--- src/rtl/nearest_point_in_ellipsoid_assert.svh ---
// Assertion macros used by the top-level RTL file.
`ifndef NEAREST_POINT_IN_ELLIPSOID_ASSERT_SVH
`define NEAREST_POINT_IN_ELLIPSOID_ASSERT_SVH
`ifndef SYNTHESIS
`define NPE_ASSERT_IMP(lbl, clk, rst_n, ante, cons) \
    lbl: assert property (@(posedge clk) disable iff (!rst_n) (ante) |-> (cons)) \
        else $error("assertion failed");
`define NPE_ASSERT_NXT(lbl, clk, rst_n, ante, cons) \
    lbl: assert property (@(posedge clk) disable iff (!rst_n) (ante) |=> (cons)) \
        else $error("assertion failed");
`else
`define NPE_ASSERT_IMP(lbl, clk, rst_n, ante, cons)
`define NPE_ASSERT_NXT(lbl, clk, rst_n, ante, cons)
`endif
`endif

--- src/rtl/npe_pkg.sv ---
`default_nettype none
package npe_pkg;
    localparam int MAX_POINTS   = 1024;
    localparam int IDX_W        = $clog2(MAX_POINTS);
    localparam int CNT_W        = $clog2(MAX_POINTS + 1);
    localparam int COORD_W      = 16;
    localparam int SCALE_W      = 16;
    localparam int SUM_W        = 34;
    localparam int DRAIN_CYCLES = 16;
    localparam int DRAIN_W      = $clog2(DRAIN_CYCLES + 1);

    localparam logic [1:0] ACT_CLEAR  = 2'd0;
    localparam logic [1:0] ACT_APPEND = 2'd1;
    localparam logic [1:0] ACT_QUERY  = 2'd2;

    localparam logic [1:0] REG_SCALE_X = 2'd0;
    localparam logic [1:0] REG_SCALE_Y = 2'd1;
    localparam logic [1:0] REG_SCALE_Z = 2'd2;

    localparam logic [SUM_W-1:0]   SUM_ONE     = SUM_W'(64'h1_0000_0000);
    localparam logic [SCALE_W-1:0] SCALE_RESET = SCALE_W'(1280);

    typedef struct packed {
        logic [1:0]                action;
        logic signed [COORD_W-1:0] coord_x;
        logic signed [COORD_W-1:0] coord_y;
        logic signed [COORD_W-1:0] coord_z;
    } t_npe_req;

    typedef struct packed {
        logic       found;
        logic [9:0] match_index;
    } t_npe_resp;

    // One candidate point travelling down the cell row.
    typedef struct packed {
        logic               valid;
        logic [IDX_W-1:0]   idx;
        logic [COORD_W-1:0] c0;
        logic [COORD_W-1:0] c1;
        logic [COORD_W-1:0] c2;
        logic [SUM_W-1:0]   sum;
        logic               skip;
    } t_npe_flow;

    typedef enum logic [1:0] {
        ST_IDLE,
        ST_SCAN,
        ST_DRAIN
    } t_npe_state;
endpackage
`default_nettype wire

--- src/rtl/npe_cell.sv ---
`default_nettype none
module npe_cell import npe_pkg::*; (
    input  wire logic               i_clk,
    input  wire logic               i_rst_n,
    input  wire logic               i_load,
    input  wire logic [COORD_W-1:0] i_query,
    input  wire logic [SCALE_W-1:0] i_scale,
    input  wire t_npe_flow          i_flow,
    output t_npe_flow               o_flow
);
    logic [COORD_W-1:0]       r_query;
    t_npe_flow                r_f1, r_f2, r_f3, r_f4, n_f4;
    logic [COORD_W:0]         r_abs;
    logic [COORD_W+SCALE_W:0] r_prod;
    logic [31:0]              r_sq;
    logic                     r_over;
    logic [COORD_W:0]         w_diff;
    logic [COORD_W:0]         w_abs;

    assign w_diff = {i_flow.c0[COORD_W-1], i_flow.c0} - {r_query[COORD_W-1], r_query};
    assign w_abs  = w_diff[COORD_W] ? (~w_diff + 1'b1) : w_diff;

    always_comb begin
        // Rotate the coordinates so the next cell sees its own axis in c0.
        n_f4      = r_f3;
        n_f4.c0   = r_f3.c1;
        n_f4.c1   = r_f3.c2;
        n_f4.c2   = r_f3.c0;
        n_f4.sum  = r_f3.sum + {2'b00, r_sq};
        n_f4.skip = r_f3.skip | r_over;
    end

    always_ff @(posedge i_clk) begin
        if (i_load) begin
            r_query <= i_query;
        end
        r_abs  <= w_abs;
        r_prod <= r_abs * {1'b0, i_scale};
        r_over <= |r_prod[COORD_W+SCALE_W:16];
        r_sq   <= r_prod[15:0] * r_prod[15:0];
    end

    always_ff @(posedge i_clk) begin
        if (!i_rst_n) begin
            r_f1 <= '0;
            r_f2 <= '0;
            r_f3 <= '0;
            r_f4 <= '0;
        end else begin
            r_f1 <= i_flow;
            r_f2 <= r_f1;
            r_f3 <= r_f2;
            r_f4 <= n_f4;
        end
    end

    assign o_flow = r_f4;
endmodule
`default_nettype wire
--- config.mk ---
export PLATFORM = sky130hd
export DESIGN_NAME = npe_cell
export DESIGN_NICKNAME = d
export VERILOG_FILES = /design/src/rtl/nearest_point_in_ellipsoid_assert.svh /design/src/rtl/npe_pkg.sv /design/src/rtl/npe_cell.sv
export SDC_FILE = /design/constraint.sdc
export NUM_CORES = 2
export LEC_CHECK = 0
export BUFFER_PORTS_ARGS = -buffer_cell sky130_fd_sc_hd__buf_2
export CAP_MARGIN = 20
export CORE_MARGIN = 5
export CORE_UTILIZATION = 40
export CTS_CLUSTER_DIAMETER = 120
export DETAILED_ROUTE_END_ITERATION = 6
export PLACE_DENSITY = 0.53
export SYNTH_ARGS = -nofsm -noshare
export SYNTH_HDL_FRONTEND = slang
export SYNTH_SLANG_ARGS = --single-unit
--- constraint.sdc ---
create_clock -name i_clk -period 10.3 [get_ports i_clk]
set_clock_uncertainty 0.15 [all_clocks]
set_input_delay 2.575 -clock i_clk [delete_from_list [all_inputs] [get_ports i_clk]]
set_output_delay 2.575 -clock i_clk [all_outputs]
set_load 0.02 [all_outputs]
==> key figures <==
Run status
  • Status: finished, final reports clean

Global routing
  • Largest net degree at the start of global routing: 169
  • GRT Util Overall: 17.0%
  • Global-route wire length before repair: 114000 um
  • Vias in the first global route: 21773
  • GR Overflow Total: 0
  • Initial antenna violation count: 3

Min path
  • Worst Hold Class: reg -> reg
  • Hold wc startpoint: r_prod[30]

Synthesis
  • Mapped Nets: 3823
  • Most used DFF post-synth: dfxtp_1
  • Seq/Total Area, Yosys: 31.4%
  • Async SR Flop Fraction: 0%
  • Post-synthesis instance area: 30800 um^2
  • Mapped Cells: 3070
  • FF+latch count, synth: 474
  • Post-synth EDFFs: 16
  • Mean post-synth cell area: 10.0 um^2
  • Post-synth cell types: 75
  • Synth warn: 0

Clock network
  • Htree depth: 2
  • Clock Sinks: 474
  • Worst-path clk slew: 0.05 ns
  • Maximum buffer depth of the clock tree: 3
  • CTS buffer count: 48
  • Post-CTS Hold Buffers: 0
  • Post CTS Setup Buffer Count: 0
  • Clock latency on the worst-skew pair: 0.58 ns
  • Root buffer cell: clkbuf_16
  • CTS tree: built
  • Cts repair resizes: 0

Detailed routing
  • WL per Instance: 16.0 um
  • Final WL: 69100 um
  • Vias post-DR: 20371
  • First drt pass iteration count: 5
  • Final ANT Viol Nets: 0
  • Vias per cell: 4.73
  • Drt initial violations: 707
  • DRC viols: 0

Timing
  • Fmax: 0.119 GHz
  • Final count of pins violating max slew: 0
  • Clock period minus final worst setup slack: 8.38 ns
  • Crit share post-route: 81.4%
  • Worst-margin pin slew: 0.978 ns
  • WHS: 0.258 ns
  • RSZ-0062 raised after global routing: false
  • Hold Vio Cnt, Final: 0
  • Fin Setup TNS: 0 ns
  • Rel. slew slack: 34.8%
  • Setup violators final: 0

Floorplan
  • Core area: 76100 um^2
  • Row count: 101
  • Die area: 82500 um^2
  • Initial core utilization: 40.4%
  • # IOs: 223
  • Die Y: 287 um
  • Die Span X: 287 um

Worst setup path
  • Delay-heaviest family, CP: adder cells
  • Stages on worst setup path: 21
  • Reg2reg end: r_prod[32]
  • CP bufs+invs: 4
  • CP required: 10.59 ns
  • Critical path class: in -> reg
  • Critical Path Sink Type: flop
  • Slowest cell on the critical path: fa_1
  • Critical path, cell by cell: buf_2 > nand2_1 > fa_1 > fa_1 > fa_1 > fa_1 > inv_1 > fa_1 > inv_1 > fa_1 > inv_1 > ha_1 > nand2_1 > o21a_1 > o21ai_0 > nor3_1 > a21oi_1 > a2111oi_1 > o31ai_1 > a21oi_1 > xnor2_1
  • CP peak stage delay: 0.59 ns
  • Origin of the worst setup path: i_scale[1]
  • Crit start category: input port
  • Worst R2R Path Depth: 20
  • Critical path arrival: 8.67 ns
  • Register-to-register setup slack: 3.39 ns
  • CP Capture Point: r_prod[32]
  • CP max FO: 17
  • Most used cell, CP: fa_1
  • Worst reg2reg startpoint: r_abs[9]

Placed design
  • GPL Wtd Cong: 0.856
  • Placed cell areas: 32800 um^2
  • Placed Cells: 4225
  • Input/output buffers: 222
  • DP HPWL: 54300 um

Cells and area
  • Final instance area: 34300 um^2
  • Layout cells sized above 1: 9.98%
  • Non-Filler Instances: 4310
  • Synth-to-Final Area Change: 11.6%
  • Final net count: 3998

Job
  • Max_cap viols: 0
## metrics by stage
| step | setup WS, ns | utilization (%) |
|---|---|---|
| after global routing | 1.67 | 45.1 |
| final | 1.92 | 45.1 |
| after global placement | 1.53 | 43.1 |
| after detailed placement | 1.40 | 43.1 |
| after CTS | 2.02 | 45.1 |
| after floorplan | 1.93 | - |
## sequential cells by signal, indices dropped and copies added, names as in the netlist
signal and cells:
r_prod 33, r_query 16, r_f1 94, r_f2 94
r_sq 31, o_flow 94, r_f3 35, r_over 1
n_f4 59, r_abs 17
## final cells by class
type,count,area [um^2]
flip-flops and latches,474,9650
diodes,2,5.00
well taps,1030,1290
clock inverters,13,120
inverters,485,1820
clock buffers,70,1370
repair buffers,227,1160
multi-input cells,2009,18900
fillers,7401,41800
## kinds of logic (layout without fill, tap and decap cells)
kind of cell | count (synthesis) | in the layout | share of synthesized area, %
AND/OR/NAND/NOR | 984 | 984 | 17.3
adder cells (fa/ha/maj) | 624 | 624 | 34.5
buffers and inverters | 587 | 795 | 7.17
flip-flops | 474 | 474 | 31.4
AO/OA/AOI/OAI | 287 | 287 | 6.33
XOR/XNOR | 108 | 108 | 3.10
multiplexers | 6 | 6 | 0.203
other | 0 | 2 | 0
## synth_stat cells (11+ instances only)
master / count / area, um^2
o21bai_1: 13 / 97.6
clkbuf_1: 101 / 379
fa_1: 373 / 7470
edfxtp_1: 16 / 480
and2_1: 537 / 3360
and3_1: 12 / 75.1
nand2b_1: 11 / 68.8
dfxtp_1: 458 / 9170
xnor2_1: 68 / 596
o21ai_0: 37 / 185
nand3_1: 17 / 85.1
a21oi_1: 85 / 425
xor2_1: 39 / 342
o21a_1: 20 / 150
nor2_1: 88 / 330
inv_1: 485 / 1820
nor2b_1: 13 / 81.3
ha_1: 251 / 3140
nand2_1: 252 / 946
a21o_1: 49 / 368
nor3_1: 13 / 65.1
## worst register-to-register path: cells and delay by family (launching register included)
family,cells,cell delay (ns)
fa+ha+maj,7,3.45
compound gates,6,1.69
flops,1,0.87
simple gates,3,0.37
buf+inv,3,0.14
xor+xnor,1,0.13
## per-layer routing
metal  GRT usage [%]  wire [um]
met4            4.04       1600
met5               0          0
met3            2.50       2850
met1            21.9      29900
met2            30.1      34700
## worst min path at each step
stage                     to  slack, ns  depth (start not counted)
floorplan            r_sq[0]       0.21                          0
global placement      r_over       0.25                          1
detailed placement    r_over       0.25                          1
CTS                 r_f2[68]       0.26                          1
global route        r_f2[29]       0.28                          1
finish                r_over       0.26                          1
## layout by cell type, fill, tap and decap left out, types with 8 or more instances in the layout
cell       netlist  routed
and3_1          12      12
clkbuf_1       101      13
dfxtp_1        458     458
o31ai_1          9       9
o21ai_0         37      37
buf_2            1     221
a21o_1          49      49
nand2b_1        11      11
o21bai_1        13      13
xor2_1          39      39
a21oi_1         85      85
nand2_1        252     252
ha_1           251     251
fa_1           373     373
nor2b_1         13      13
nand3_1         17      17
nor3_1          13      13
a31oi_1          8       8
and2_1         537     537
nor2_1          88      88
clkbuf_8         0      10
o21a_1          20      20
xnor2_1         68      68
edfxtp_1        16      16
clkbuf_16        0      48
inv_1          485     485
nand4_1          9       9
Power is not shown: default switching activity piles up to over one toggle a cycle in this logic, so the estimate is an artifact.
